`src/dfa_state_minimizer_top_defines.svh`:
```
// Assertion macros shared by the minimiser RTL.
// Each macro expects signals named clk and rst in the scope where it is used.
`ifndef DFA_STATE_MINIMIZER_TOP_DEFINES_SVH
`define DFA_STATE_MINIMIZER_TOP_DEFINES_SVH

// Implication checked in the same cycle.
`define DSM_ASSERT_IMP(label, ante, cons) \
  label: assert property (@(posedge clk) disable iff (rst) (ante) |-> (cons)) \
    else $error("dsm: same-cycle check failed");

// Implication checked in the next cycle.
`define DSM_ASSERT_NXT(label, ante, cons) \
  label: assert property (@(posedge clk) disable iff (rst) (ante) |=> (cons)) \
    else $error("dsm: next-cycle check failed");

`endif

```
`src/dsm_pkg.sv`:
```
// Shared types and constants of the DFA state minimiser.
// Used by the controller, the datapath and the top level; no dependencies.
package dsm_pkg;

  localparam int DEF_MAX_STATES  = 32;
  localparam int DEF_MAX_SYMBOLS = 16;

  // Widths fixed by the item and register fields.
  localparam int STATE_W   = 5;
  localparam int SYM_W     = 4;
  localparam int CNT_W     = 6;
  localparam int SCNT_W    = 5;
  localparam int ENTRY_W   = 6;
  localparam int CFG_W     = 6;
  localparam int CFG_IDX_W = 1;

  localparam logic [CFG_IDX_W-1:0] REG_STATE_COUNT  = 1'd0;
  localparam logic [CFG_IDX_W-1:0] REG_SYMBOL_COUNT = 1'd1;

  localparam logic [CNT_W-1:0]  STATE_COUNT_RST  = 6'd32;
  localparam logic [SCNT_W-1:0] SYMBOL_COUNT_RST = 5'd16;

  // Which index drives the class array read port.
  typedef enum logic [1:0] {
    SEL_S,
    SEL_T,
    SEL_D
  } cls_sel_t;

  typedef struct packed {
    logic     clr_wr;
    logic     load_en;
    logic     init;
    logic     s_clr;
    logic     s_inc;
    logic     grew_clr;
    logic     reach_set;
    logic     a_clr;
    logic     a_inc;
    logic     rd_s;
    logic     rd_t;
    logic     part_init;
    logic     k_clr;
    logic     cs_load;
    logic     t_clr;
    logic     t_inc;
    logic     nxt_new;
    logic     nxt_copy;
    logic     ts_load;
    logic     pass_end;
    logic     out_load;
    logic     acc_clr;
    cls_sel_t cls_sel;
  } cmd_t;

  typedef struct packed {
    logic clr_done;
    logic last_accept;
    logic s_end;
    logic s_reach;
    logic s_last;
    logic t_eq_s;
    logic t_reach;
    logic a_end;
    logic cls_eq;
    logic sig_eq;
    logic grew;
    logic k_ne_prev;
    logic out_free;
  } status_t;

endpackage

```
`src/dfa_state_minimizer_top.sv`:
```
// Top level of the DFA state minimiser.
// Instantiates dsm_ctrl and dsm_datapath; depends on dsm_pkg.
//
// Usage: configure state_count and symbol_count through the write port
// (cfg_we, cfg_index, cfg_data) while the block is idle. Transition entries
// arrive on the input channel (in_valid/in_stall), one transfer per cycle
// while loading. The entry with load_last set starts minimisation; input is
// stalled from then until the next DFA may be loaded.
// Minimisation walks the move table through its single registered read port:
// reachability passes repeat until no new state is reached, and each
// refinement pass compares every reachable state with its lower reachable
// states of the same class, symbol by symbol, until one matches.
// Results, one per state in use, leave on the output channel
// (out_valid/out_stall) through an output register, at most one per cycle;
// a stalled receiver holds the current result and pauses emission.
// After reset, and after each DFA is emitted, the move table is swept clear,
// one entry per cycle across all MAX_STATES*MAX_SYMBOLS entries, before loading is
// accepted again. Configuration keeps its value across minimisations.
module dfa_state_minimizer_top #(
  parameter int MAX_STATES  = dsm_pkg::DEF_MAX_STATES,
  parameter int MAX_SYMBOLS = dsm_pkg::DEF_MAX_SYMBOLS
) (
  input  logic                          clk,
  input  logic                          rst,
  input  logic                          cfg_we,
  input  logic [dsm_pkg::CFG_IDX_W-1:0] cfg_index,
  input  logic [dsm_pkg::CFG_W-1:0]     cfg_data,
  input  logic                          in_valid,
  output logic                          in_stall,
  input  logic [dsm_pkg::STATE_W-1:0]   src_state,
  input  logic [dsm_pkg::SYM_W-1:0]     sym,
  input  logic [dsm_pkg::STATE_W-1:0]   dst_state,
  input  logic                          has_move,
  input  logic                          is_accepting,
  input  logic                          load_last,
  output logic                          out_valid,
  input  logic                          out_stall,
  output logic [dsm_pkg::STATE_W-1:0]   orig_state,
  output logic                          reachable,
  output logic [dsm_pkg::STATE_W-1:0]   class_id,
  output logic                          class_accepts,
  output logic [dsm_pkg::CNT_W-1:0]     class_total,
  output logic                          emit_last
);
  import dsm_pkg::*;

  cmd_t    cmd;
  status_t st;

  dsm_ctrl u_ctrl (
    .clk      (clk),
    .rst      (rst),
    .st       (st),
    .cmd      (cmd),
    .in_stall (in_stall)
  );

  dsm_datapath #(
    .MAX_STATES  (MAX_STATES),
    .MAX_SYMBOLS (MAX_SYMBOLS)
  ) u_datapath (
    .clk           (clk),
    .rst           (rst),
    .cfg_we        (cfg_we),
    .cfg_index     (cfg_index),
    .cfg_data      (cfg_data),
    .in_valid      (in_valid),
    .src_state     (src_state),
    .sym           (sym),
    .dst_state     (dst_state),
    .has_move      (has_move),
    .is_accepting  (is_accepting),
    .load_last     (load_last),
    .out_stall     (out_stall),
    .out_valid     (out_valid),
    .orig_state    (orig_state),
    .reachable     (reachable),
    .class_id      (class_id),
    .class_accepts (class_accepts),
    .class_total   (class_total),
    .emit_last     (emit_last),
    .cmd           (cmd),
    .st            (st)
  );

endmodule

```
`src/dsm_ctrl.sv`:
```
// Sequencer of the DFA state minimiser: clearing, loading, reachability,
// partition refinement and emission. Depends on dsm_pkg.
module dsm_ctrl (
  input  logic              clk,
  input  logic              rst,
  input  dsm_pkg::status_t  st,
  output dsm_pkg::cmd_t     cmd,
  output logic              in_stall
);
  import dsm_pkg::*;

  typedef enum logic [3:0] {
    CLEAR, LOAD, INIT, R_S, R_A, R_D, P_INIT,
    F_INIT, F_S, F_T, F_A, F_SD, F_TD, EMIT_INIT, EMIT
  } state_t;

  state_t state, state_next;

  always_ff @(posedge clk) begin
    if (rst) begin
      state <= CLEAR;
    end else begin
      state <= state_next;
    end
  end

  assign in_stall = (state != LOAD);

  always_comb begin
    cmd        = '0;
    cmd.cls_sel = SEL_S;
    state_next = state;
    case (state)
      CLEAR: begin
        cmd.clr_wr = 1'b1;
        if (st.clr_done) state_next = LOAD;
      end
      LOAD: begin
        cmd.load_en = 1'b1;
        if (st.last_accept) state_next = INIT;
      end
      INIT: begin
        cmd.init   = 1'b1;
        state_next = R_S;
      end
      R_S: begin
        if (st.s_end) begin
          if (st.grew) begin
            cmd.grew_clr = 1'b1;
            cmd.s_clr    = 1'b1;
          end else begin
            state_next = P_INIT;
          end
        end else if (!st.s_reach) begin
          cmd.s_inc = 1'b1;
        end else begin
          cmd.a_clr  = 1'b1;
          state_next = R_A;
        end
      end
      R_A: begin
        if (st.a_end) begin
          cmd.s_inc  = 1'b1;
          state_next = R_S;
        end else begin
          cmd.rd_s   = 1'b1;
          state_next = R_D;
        end
      end
      R_D: begin
        cmd.reach_set = 1'b1;
        cmd.a_inc     = 1'b1;
        state_next    = R_A;
      end
      P_INIT: begin
        cmd.part_init = 1'b1;
        state_next    = F_INIT;
      end
      F_INIT: begin
        cmd.s_clr  = 1'b1;
        cmd.k_clr  = 1'b1;
        state_next = F_S;
      end
      F_S: begin
        cmd.cls_sel = SEL_S;
        if (st.s_end) begin
          cmd.pass_end = 1'b1;
          state_next   = st.k_ne_prev ? F_INIT : EMIT_INIT;
        end else if (!st.s_reach) begin
          cmd.s_inc = 1'b1;
        end else begin
          cmd.cs_load = 1'b1;
          cmd.t_clr   = 1'b1;
          state_next  = F_T;
        end
      end
      F_T: begin
        cmd.cls_sel = SEL_T;
        if (st.t_eq_s) begin
          cmd.nxt_new = 1'b1;
          cmd.s_inc   = 1'b1;
          state_next  = F_S;
        end else if (!st.t_reach || !st.cls_eq) begin
          cmd.t_inc = 1'b1;
        end else begin
          cmd.a_clr  = 1'b1;
          state_next = F_A;
        end
      end
      F_A: begin
        if (st.a_end) begin
          cmd.nxt_copy = 1'b1;
          cmd.s_inc    = 1'b1;
          state_next   = F_S;
        end else begin
          cmd.rd_s   = 1'b1;
          state_next = F_SD;
        end
      end
      F_SD: begin
        cmd.cls_sel = SEL_D;
        cmd.ts_load = 1'b1;
        cmd.rd_t    = 1'b1;
        state_next  = F_TD;
      end
      F_TD: begin
        cmd.cls_sel = SEL_D;
        if (st.sig_eq) begin
          cmd.a_inc  = 1'b1;
          state_next = F_A;
        end else begin
          cmd.t_inc  = 1'b1;
          state_next = F_T;
        end
      end
      EMIT_INIT: begin
        cmd.s_clr  = 1'b1;
        state_next = EMIT;
      end
      EMIT: begin
        cmd.cls_sel = SEL_S;
        if (st.out_free) begin
          cmd.out_load = 1'b1;
          if (st.s_last) begin
            cmd.acc_clr = 1'b1;
            state_next  = CLEAR;
          end else begin
            cmd.s_inc = 1'b1;
          end
        end
      end
      default: state_next = CLEAR;
    endcase
  end

endmodule

```
`src/dsm_datapath.sv`:
```
// Datapath of the DFA state minimiser: move table memory, accept, reach and
// class arrays, loop counters and the output register. Depends on dsm_pkg.
`include "dfa_state_minimizer_top_defines.svh"
module dsm_datapath #(
  parameter int MAX_STATES  = dsm_pkg::DEF_MAX_STATES,
  parameter int MAX_SYMBOLS = dsm_pkg::DEF_MAX_SYMBOLS
) (
  input  logic                          clk,
  input  logic                          rst,
  input  logic                          cfg_we,
  input  logic [dsm_pkg::CFG_IDX_W-1:0] cfg_index,
  input  logic [dsm_pkg::CFG_W-1:0]     cfg_data,
  input  logic                          in_valid,
  input  logic [dsm_pkg::STATE_W-1:0]   src_state,
  input  logic [dsm_pkg::SYM_W-1:0]     sym,
  input  logic [dsm_pkg::STATE_W-1:0]   dst_state,
  input  logic                          has_move,
  input  logic                          is_accepting,
  input  logic                          load_last,
  input  logic                          out_stall,
  output logic                          out_valid,
  output logic [dsm_pkg::STATE_W-1:0]   orig_state,
  output logic                          reachable,
  output logic [dsm_pkg::STATE_W-1:0]   class_id,
  output logic                          class_accepts,
  output logic [dsm_pkg::CNT_W-1:0]     class_total,
  output logic                          emit_last,
  input  dsm_pkg::cmd_t                 cmd,
  output dsm_pkg::status_t              st
);
  import dsm_pkg::*;

  localparam int DEPTH = MAX_STATES * MAX_SYMBOLS;
  localparam int AW    = (DEPTH > 1) ? $clog2(DEPTH) : 1;
  localparam int SW    = $clog2(MAX_STATES);
  localparam int NLIM  = (MAX_STATES < 32) ? MAX_STATES : 32;
  localparam int MLIM  = (MAX_SYMBOLS < 16) ? MAX_SYMBOLS : 16;

  logic [ENTRY_W-1:0] mem [DEPTH];
  logic [ENTRY_W-1:0] rdata;

  logic [CNT_W-1:0]  state_count;
  logic [SCNT_W-1:0] symbol_count;
  logic [CNT_W-1:0]  n, n_next;
  logic [SCNT_W-1:0] m, m_next;
  logic              mode;

  logic [AW-1:0]     clr_addr;
  logic [CNT_W-1:0]  s, t, k, prev;
  logic [SCNT_W-1:0] a;
  logic              grew;

  logic [MAX_STATES-1:0] acc, reach;
  logic [SW-1:0]         cls [MAX_STATES];
  logic [SW-1:0]         nxt [MAX_STATES];
  logic [SW-1:0]         cs;
  logic [SW:0]           ts, tcls;

  logic              in_accept, tgt_ok;
  logic [SW-1:0]     d_idx, cls_idx, cls_rd;
  logic [AW-1:0]     waddr, raddr;
  logic [ENTRY_W-1:0] wdata;
  logic              wen, in_table;
  logic [SCNT_W-1:0] a_lim;

  assign in_accept = in_valid && cmd.load_en;
  assign in_table  = (32'(src_state) < MAX_STATES) && (32'(sym) < MAX_SYMBOLS);

  always_comb begin
    if (cmd.clr_wr) begin
      waddr = clr_addr;
      wdata = '0;
      wen   = 1'b1;
    end else begin
      waddr = AW'(32'(src_state) * MAX_SYMBOLS + 32'(sym));
      wdata = has_move ? {1'b1, dst_state} : '0;
      wen   = in_accept && in_table;
    end
  end

  assign raddr = AW'(32'(cmd.rd_t ? t : s) * MAX_SYMBOLS + 32'(a));

  always_ff @(posedge clk) begin
    if (wen) mem[waddr] <= wdata;
    if (cmd.rd_s || cmd.rd_t) rdata <= mem[raddr];
  end

  // A stored target at or beyond the state count behaves as a missing move.
  assign tgt_ok = rdata[ENTRY_W-1] && ({1'b0, rdata[STATE_W-1:0]} < n);
  assign d_idx  = SW'(rdata[STATE_W-1:0]);

  always_comb begin
    case (cmd.cls_sel)
      SEL_S:   cls_idx = s[SW-1:0];
      SEL_T:   cls_idx = t[SW-1:0];
      default: cls_idx = d_idx;
    endcase
  end
  assign cls_rd = cls[cls_idx];
  assign tcls   = tgt_ok ? {1'b1, cls_rd} : '0;

  always_comb begin
    if (state_count == '0) begin
      n_next = CNT_W'(1);
    end else if (32'(state_count) > NLIM) begin
      n_next = CNT_W'(NLIM);
    end else begin
      n_next = state_count;
    end
    m_next = (32'(symbol_count) > MLIM) ? SCNT_W'(MLIM) : symbol_count;
  end

  assign a_lim = mode ? m : '0;

  always_ff @(posedge clk) begin
    if (rst) begin
      state_count  <= STATE_COUNT_RST;
      symbol_count <= SYMBOL_COUNT_RST;
      clr_addr     <= '0;
      acc          <= '0;
      reach        <= '0;
      n            <= CNT_W'(1);
      m            <= '0;
      mode         <= 1'b1;
      s            <= '0;
      t            <= '0;
      a            <= '0;
      k            <= '0;
      prev         <= '0;
      grew         <= 1'b0;
      out_valid    <= 1'b0;
    end else begin
      if (cfg_we) begin
        case (cfg_index)
          REG_STATE_COUNT:  state_count  <= cfg_data;
          REG_SYMBOL_COUNT: symbol_count <= cfg_data[SCNT_W-1:0];
          default: ;
        endcase
      end
      if (cmd.clr_wr) begin
        clr_addr <= st.clr_done ? '0 : clr_addr + AW'(1);
      end
      if (in_accept && is_accepting && (32'(src_state) < MAX_STATES)) begin
        acc[SW'(src_state)] <= 1'b1;
      end
      if (cmd.acc_clr) acc <= '0;
      if (cmd.init) begin
        n     <= n_next;
        m     <= m_next;
        mode  <= 1'b1;
        reach <= MAX_STATES'(1);
        grew  <= 1'b0;
        s     <= '0;
        k     <= '0;
      end
      if (cmd.grew_clr) grew <= 1'b0;
      if (cmd.reach_set && tgt_ok && !reach[d_idx]) begin
        reach[d_idx] <= 1'b1;
        grew         <= 1'b1;
      end
      if (cmd.s_clr) s <= '0;
      if (cmd.s_inc) s <= s + CNT_W'(1);
      if (cmd.t_clr) t <= '0;
      if (cmd.t_inc) t <= t + CNT_W'(1);
      if (cmd.a_clr) a <= '0;
      if (cmd.a_inc) a <= a + SCNT_W'(1);
      if (cmd.part_init) begin
        prev <= '0;
        mode <= 1'b0;
      end
      if (cmd.k_clr)   k <= '0;
      if (cmd.nxt_new) k <= k + CNT_W'(1);
      if (cmd.pass_end) begin
        prev <= k;
        mode <= 1'b1;
      end
      if (cmd.out_load) begin
        out_valid <= 1'b1;
      end else if (!out_stall) begin
        out_valid <= 1'b0;
      end
    end
  end

  // Class arrays and per-pass registers carry no reset.
  always_ff @(posedge clk) begin
    if (cmd.part_init) begin
      for (int i = 0; i < MAX_STATES; i++) begin
        cls[i] <= SW'(acc[i]);
      end
    end
    if (cmd.pass_end) begin
      for (int i = 0; i < MAX_STATES; i++) begin
        cls[i] <= nxt[i];
      end
    end
    if (cmd.cs_load)  cs <= cls_rd;
    if (cmd.ts_load)  ts <= tcls;
    if (cmd.nxt_new)  nxt[s[SW-1:0]] <= k[SW-1:0];
    if (cmd.nxt_copy) nxt[s[SW-1:0]] <= nxt[t[SW-1:0]];
    if (cmd.out_load) begin
      orig_state    <= STATE_W'(s);
      reachable     <= reach[s[SW-1:0]];
      class_id      <= reach[s[SW-1:0]] ? STATE_W'(cls_rd) : '0;
      class_accepts <= reach[s[SW-1:0]] && acc[s[SW-1:0]];
      class_total   <= prev;
      emit_last     <= (s + CNT_W'(1) == n);
    end
  end

  always_comb begin
    st.clr_done    = (clr_addr == AW'(DEPTH - 1));
    st.last_accept = in_accept && load_last;
    st.s_end       = (s == n);
    st.s_reach     = reach[s[SW-1:0]];
    st.s_last      = (s + CNT_W'(1) == n);
    st.t_eq_s      = (t == s);
    st.t_reach     = reach[t[SW-1:0]];
    st.a_end       = (a == a_lim);
    st.cls_eq      = (cls_rd == cs);
    st.sig_eq      = (tcls == ts);
    st.grew        = grew;
    st.k_ne_prev   = (k != prev);
    st.out_free    = !out_valid || !out_stall;
  end

  `DSM_ASSERT_IMP(a_pass_refines, cmd.pass_end, k >= prev)
  `DSM_ASSERT_IMP(a_class_bound, cmd.nxt_new, k < n)
  `DSM_ASSERT_IMP(a_out_free, cmd.out_load, !out_valid || !out_stall)
  `DSM_ASSERT_NXT(a_root_reached, cmd.init, reach[0])

endmodule
```
`config.mk`:
```
export PLATFORM = sky130hd
export DESIGN_NAME = dfa_state_minimizer_top
export DESIGN_NICKNAME = d
export VERILOG_FILES = /design/src/dsm_pkg.sv /design/src/dfa_state_minimizer_top.sv /design/src/dsm_ctrl.sv /design/src/dsm_datapath.sv
export VERILOG_INCLUDE_DIRS = /design/src /design/src/src
export SDC_FILE = /design/constraint.sdc
export NUM_CORES = 2
export LEC_CHECK = 0
export BUFFER_PORTS_ARGS = -buffer_cell sky130_fd_sc_hd__buf_2
export CAP_MARGIN = 10
export CORE_UTILIZATION = 55
export CTS_CLUSTER_DIAMETER = 30
export CTS_CLUSTER_SIZE = 25
export DETAILED_ROUTE_END_ITERATION = 12
export GPL_ROUTABILITY_DRIVEN = 0
export PLACE_DENSITY = 0.76
export SLEW_MARGIN = 40
export SYNTH_ARGS = -nofsm -noshare
export SYNTH_HDL_FRONTEND = slang
export SYNTH_SLANG_ARGS = --single-unit
```
`constraint.sdc`:
```
create_clock -name clk -period 32.3 [get_ports clk]
set_clock_uncertainty 0.15 [all_clocks]
set_input_delay 3.23 -clock clk [delete_from_list [all_inputs] [get_ports clk]]
set_output_delay 3.23 -clock clk [all_outputs]
set_load 0.05 [all_outputs]
```
Word level (Yosys, flattened, before mapping)
Memory sizes are Yosys's and may differ from the RTL's. A register that Yosys moved wholly into a read port is not among the register bits. Index checks and enable logic that the tools add are counted.

Register bits: 161. Output and inout bits: 21. Bits in writable memories: 3392. Memories: 3. Bits of input ports: 29. Word-level logic and storage cells: 296.

Memories: u_datapath.mem (words 512, width 6, rd ports 1, clocked after memory_dff 1, wr ports 1, RTL line dsm_datapath.sv:39) `logic [ENTRY_W-1:0] mem [DEPTH];`; u_datapath.cls (words 32, width 5, rd ports 1, clocked after memory_dff 0, wr ports 32, RTL line dsm_datapath.sv:54) `logic [SW-1:0] cls [MAX_STATES];`; u_datapath.nxt (words 32, width 5, rd ports 33, clocked after memory_dff 1, wr ports 1, RTL line dsm_datapath.sv:55) `logic [SW-1:0] nxt [MAX_STATES];`.

Bitwise gates (word level): 36. Order comparisons: 9. Equal/unequal tests: 33. Add/subtract/negate cells: 7. Reductions and logical operators: 36. Multiplexer cells: 148.

Operators with widths (number): $mux W5 (40); $mux W32 (3); $mux W6 (14); $or A32 B32 Y32 (2); $pmux W4 S15 (1); $mux W1 (55); $mux W4 (12); $or A1 B1 Y1 (33); $eq A4 B4 Y1 const B (7); $eq A6 B6 Y1 (4); $lt A5 B6 Y1 const B (4); $bmux W1 S5 (4); $add A6 B1 Y6 const B (3); $mux W9 (2); $eq A4 B3 Y1 const B (4); $mux W2 (7); $reduce_or A2 Y1 (6); $demux W1 S5 (2); $eq A5 B5 Y1 (2); $ge A5 B1 Y1 const B (2); $pmux W5 S2 (1); $add A9 B1 Y9 const B (1); $add A9 B4 Y9 (1); $add A9 B5 Y9 (1); other kinds (29) (58).

Depth between registers and ports, before layout
An unclocked memory read counts as a cell.

Depth in word-level cells: 15. Depth in mapped cells: 18. Gate-level depth less buffers: 14.

Hierarchy
A second synthesis with hierarchy kept.

Cell total of the unflattened synthesis: 6793. Area total of the unflattened synthesis: 141512.0 sq um.

By module, submodules not included: dsm_datapath (cells an instance 6692, sequential area each 105581.3 sq um, times used 1, area an instance 140828.8 sq um); dsm_ctrl (cells an instance 101, sequential area each 80.1 sq um, times used 1, area an instance 683.2 sq um).

Worst setup path after synthesis
Ideal clock, no wire load.

Path kind: input to register. Start point: input has_move. End point: memory u_datapath.mem[0][0] (data pin). Cell stages on the path: 2. Arrival time: 22.828 ns. Setup time: 1.514 ns. Data required time: 30.636 ns. Setup slack: 7.808 ns. Path buffers: 0. Path through: nor2b_1 > and2_1.

Cells in the longest elaborated chain, start to end: 2.

Ends and longest elaborated chain: start, declared (RTL line dfa_state_minimizer_top.sv:33) `input logic has_move,`; $mux W6 (RTL line dsm_datapath.sv:76) `wdata = has_move ? {1'b1, dst_state} : '0;`; $mux W6 (RTL line dsm_datapath.sv:70) `if (cmd.clr_wr) begin`; net u_datapath.wdata[0] (RTL line dsm_datapath.sv:62) `logic [ENTRY_W-1:0] wdata;`; end, declared (RTL line dsm_datapath.sv:39).

The timed path passes the listed nets, and every way through them passes these cells.

Worst setup path after layout
Start point: input has_move. End point: memory u_datapath.mem[196][0] (data pin).

The elaborated chain is that of the path after synthesis.

==> flow_metrics.env <==
export IMPL_cp_cell_sequence="buf_2 > nor2b_4 > and2_4 > buf_12 > buf_6 > buf_6 > buf_6 > buf_4"
export IMPL_ys_types=83
export IMPL_synth_simple_area_share_pct=4.176
export IMPL_end_kind="flip-flop"
export IMPL_reg2reg_depth=11
export IMPL_synthMuxAreaShare_pct=18.24
export IMPL_hold_class="reg -> reg"
export IMPL_insertion_delay_ns=0.99
export IMPL_relSlewSlack_pct=30.82
export IMPL_rsz0062_at_grt="false"
export IMPL_min_to="u_datapath.symbol_count[3]"
export IMPL_synth_edff_count=3428
export IMPL_worstReg2RegEnd="u_datapath.rdata[2]"
export IMPL_overflow=0
export IMPL_cts_inserted_buffers=574
export IMPL_antenna_left=0
export IMPL_setup_violations_final=0
export IMPL_die_h_um=509.5
export IMPL_dieArea_mm2=0.2596
export IMPL_max_freq_ghz=0.1426
export IMPL_post_drt_wl_per_cell_um=34.80
export IMPL_design_power_total_mw=11.46
export IMPL_root_buffer="clkbuf_16"
export IMPL_area_growth_pct=17.14
export IMPL_cts_buffer_depth=4
export IMPL_cp_data_arrival_time_ns=7.47
export IMPL_row_count=185
export IMPL_vias_per_cell=6.839
export IMPL_ios=50
export IMPL_worstHoldStart="u_datapath.symbol_count[3]"
export IMPL_max_stage_delay_ns=0.69
export IMPL_syn_area_per_cell_um2=20.61
export IMPL_grt_first_pass_wirelength_um=548500
export IMPL_grt_max_degree=209
export IMPL_final_max_slew_viol_count=0
export IMPL_groute_layer_met2_usage_pct=46.75
export IMPL_tritoncts="yes"
export IMPL_syn_inst=6873
export IMPL_antenna_found_initial=24
export IMPL_setup_tns_final_ns=0
export IMPL_powerDensity_mw_per_mm2=69.06
export IMPL_dp_hpwl_um=192600
export IMPL_port_buffers=49
export IMPL_met1_usage_pct=39.07
export IMPL_drtIter0Drc=11190
export IMPL_tightest_slew_ns=1.034
export IMPL_synth_nets=6917
export IMPL_ir_worst_vdd_uv=49.09
export IMPL_synth_top_family_by_area="multiplexers"
export IMPL_synth_warnings=0
export IMPL_fillers=15150
export IMPL_cp_data_required_time_ns=32.75
export IMPL_core_region_area_mm2=0.2551
export IMPL_register_area_mm2=0.1057
export IMPL_cp_max_fo=100
export IMPL_route_detailed_drc=0
export IMPL_cts_sinks=3564
export IMPL_maxCapViolCount=0
export IMPL_outcome="complete, no violations"
export IMPL_via_count=75520
export IMPL_path_common_cell="buf_6"
export IMPL_ys_seq_area_share_pct=74.58
export IMPL_power_leakage_nw=51.89
export IMPL_clk_pin_slew_ns=0.04
export IMPL_holdWs_ns=0.3101
export IMPL_multi_input_area_mm2=0.03470
export IMPL_cp_start_kind="input port"
export IMPL_drive_gt1_share_pct=30.30
export IMPL_final_area_mm2=0.1660
export IMPL_routed_wirelength_um=384300
export IMPL_period_needed_ns=7.014
export IMPL_use_met3_pct=7.210
export IMPL_critical_path_class="in -> reg"
export IMPL_grt_busiest_layer="met2"
export IMPL_fin_nets=7242
export IMPL_netlist_area_mm2=0.1417
export IMPL_die_w_um=509.5
export IMPL_r2r_slack_ns=25.74
export IMPL_cts_htree_levels=6
export IMPL_yosys_area_share_adder_pct=0.1325
export IMPL_grt_pass1_vias=76400
export IMPL_synth_xor_area_share_pct=0.2287
export IMPL_cts_hold_buffers=0
export IMPL_drt_pass1_iterations=9
export IMPL_post_cts_resized=0
export IMPL_final_util_pct=65.06
export IMPL_async_flop_share_pct=0
export IMPL_start_util_pct=55.54
export IMPL_ys_ff_latch=3564
export IMPL_min_period_over_period_pct=21.72
export IMPL_min_path_cells=2
export IMPL_finalHoldViolations=0
export IMPL_synth_compound_area_share_pct=1.377
export IMPL_reg2reg_from="u_datapath.a[0]"
export IMPL_postCtsSetupBuffers=0
export IMPL_crit_path_top_delay_cell="buf_6"
export IMPL_place_area_mm2=0.1462
export IMPL_track_usage_pct=29.45
export IMPL_synth_top_flop_cell="edfxtp_1"
==> report_power, final <==
part | switching [mW] | internal [mW]
combinational | 0.160 | 0.0334
clock | 2.34 | 3.88
sequential | 0.00437 | 5.05
==> kinds of logic (layout without fill, tap and decap cells) <==
kind of cell | count (synthesis) | after routing
buffers and inverters | 467 | 1261
xor gates and xnor gates | 37 | 37
adders and majority gates | 15 | 15
and+or+nand+nor | 1320 | 1320
AOI/OAI and AO/OA | 293 | 293
other | 0 | 10
DFF | 3564 | 3564
muxes | 1177 | 1177
==> cells in the mapped netlist (22+ instances only) <==
cell      instances  area [um2]
o21ai_0          64       320.3
nand3_1          81       405.4
clkbuf_1        305        1145
mux4_2         1121       25250
buf_1           111       416.7
mux2_2           25       281.5
nor2b_1          70       437.9
xnor2_1          23       201.4
and3_1           22       137.6
and2_1           81       506.7
nor3_1           34       170.2
nand2_1         253       949.7
inv_1            36       135.1
a21oi_1          83       415.4
edfxtp_1       3428      102900
mux2i_1          31       310.3
nor2_1          669        2511
dfxtp_1         136        2723
nor3b_1          22       165.2
==> cell type report <==
class | instances | share of cell area, %
Inverter | 37 | 0.08369
Timing Repair Buffer | 179 | 1.094
Tap cell | 3366 | 2.538
Sequential cell | 3564 | 63.68
Antenna cell | 10 | 0.01508
Multi-Input combinational cell | 2842 | 20.91
Clock inverter | 378 | 2.531
Clock buffer | 667 | 9.146
==> per-layer routing <==
metal / share of wire (%) / up-vias
li1: - / 29200
met1: 35 / 39460
met3: 12 / 1006
met2: 49 / 5835
met4: 4.7 / 24
met5: 0.042 / -
==> cell usage in the layout, fill, tap and decap left out, types with 13 or more instances in the layout <==
cell	instances
clkinvlp_4	54
nand2_1	234
ha_1	14
clkinv_4	37
clkinv_8	16
buf_2	49
nor2b_1	69
inv_1	36
o21ai_0	58
and2_1	76
buf_4	60
nand4_1	17
a21oi_1	82
bufinv_16	58
inv_6	56
edfxtp_1	3428
clkbuf_16	594
nor3b_1	22
nand3_1	81
clkbuf_1	69
dfxtp_1	128
nand2_8	15
nor2_1	658
mux2i_1	31
clkinv_1	66
and3_1	21
clkinv_2	70
buf_6	41
a22o_1	16
mux4_2	1121
nor3_1	29
buf_12	15
mux2_2	25
xnor2_1	22
nand3b_1	14
a211oi_1	13
==> state kept, by name, indices dropped and copies added (netlist names), 9 cells and up, named ones only <==
signal               flops
u_datapath.mem        3072
u_datapath.cls         160
u_datapath.nxt         160
u_datapath.acc          32
u_datapath.reach        32
u_datapath.clr_addr      9
==> critical path, delay by kind of cell <==
family / cells / cell delay [ns]
buffers and inverters: 6 / 2.91
AND/OR/NAND/NOR: 2 / 0.96
==> metrics by stage <==
| step | setup slack [ns] | std cells |
|---|---|---|
| after floorplan | 7.808 | 6873 |
| after global placement | 24.17 | 9969 |
| after detailed placement | 24.23 | 9980 |
| after CTS | 24.99 | 11030 |
| after global routing | 25.14 | 11040 |
| final | 25.29 | 11040 |
==> worst max-delay path by stage <==
stage	startpoint	depth (start not counted)	to	slack, ns
floorplan	has_move	2	u_datapath.mem[0][0]	7.81
CTS	has_move	8	u_datapath.mem[196][0]	24.99
global placement	has_move	7	u_datapath.mem[196][0]	24.17
detailed placement	has_move	8	u_datapath.mem[212][0]	24.23
global route	has_move	8	u_datapath.mem[196][0]	25.14
finish	has_move	8	u_datapath.mem[196][0]	25.29
Note: power is estimated with default switching activity, not from simulation.
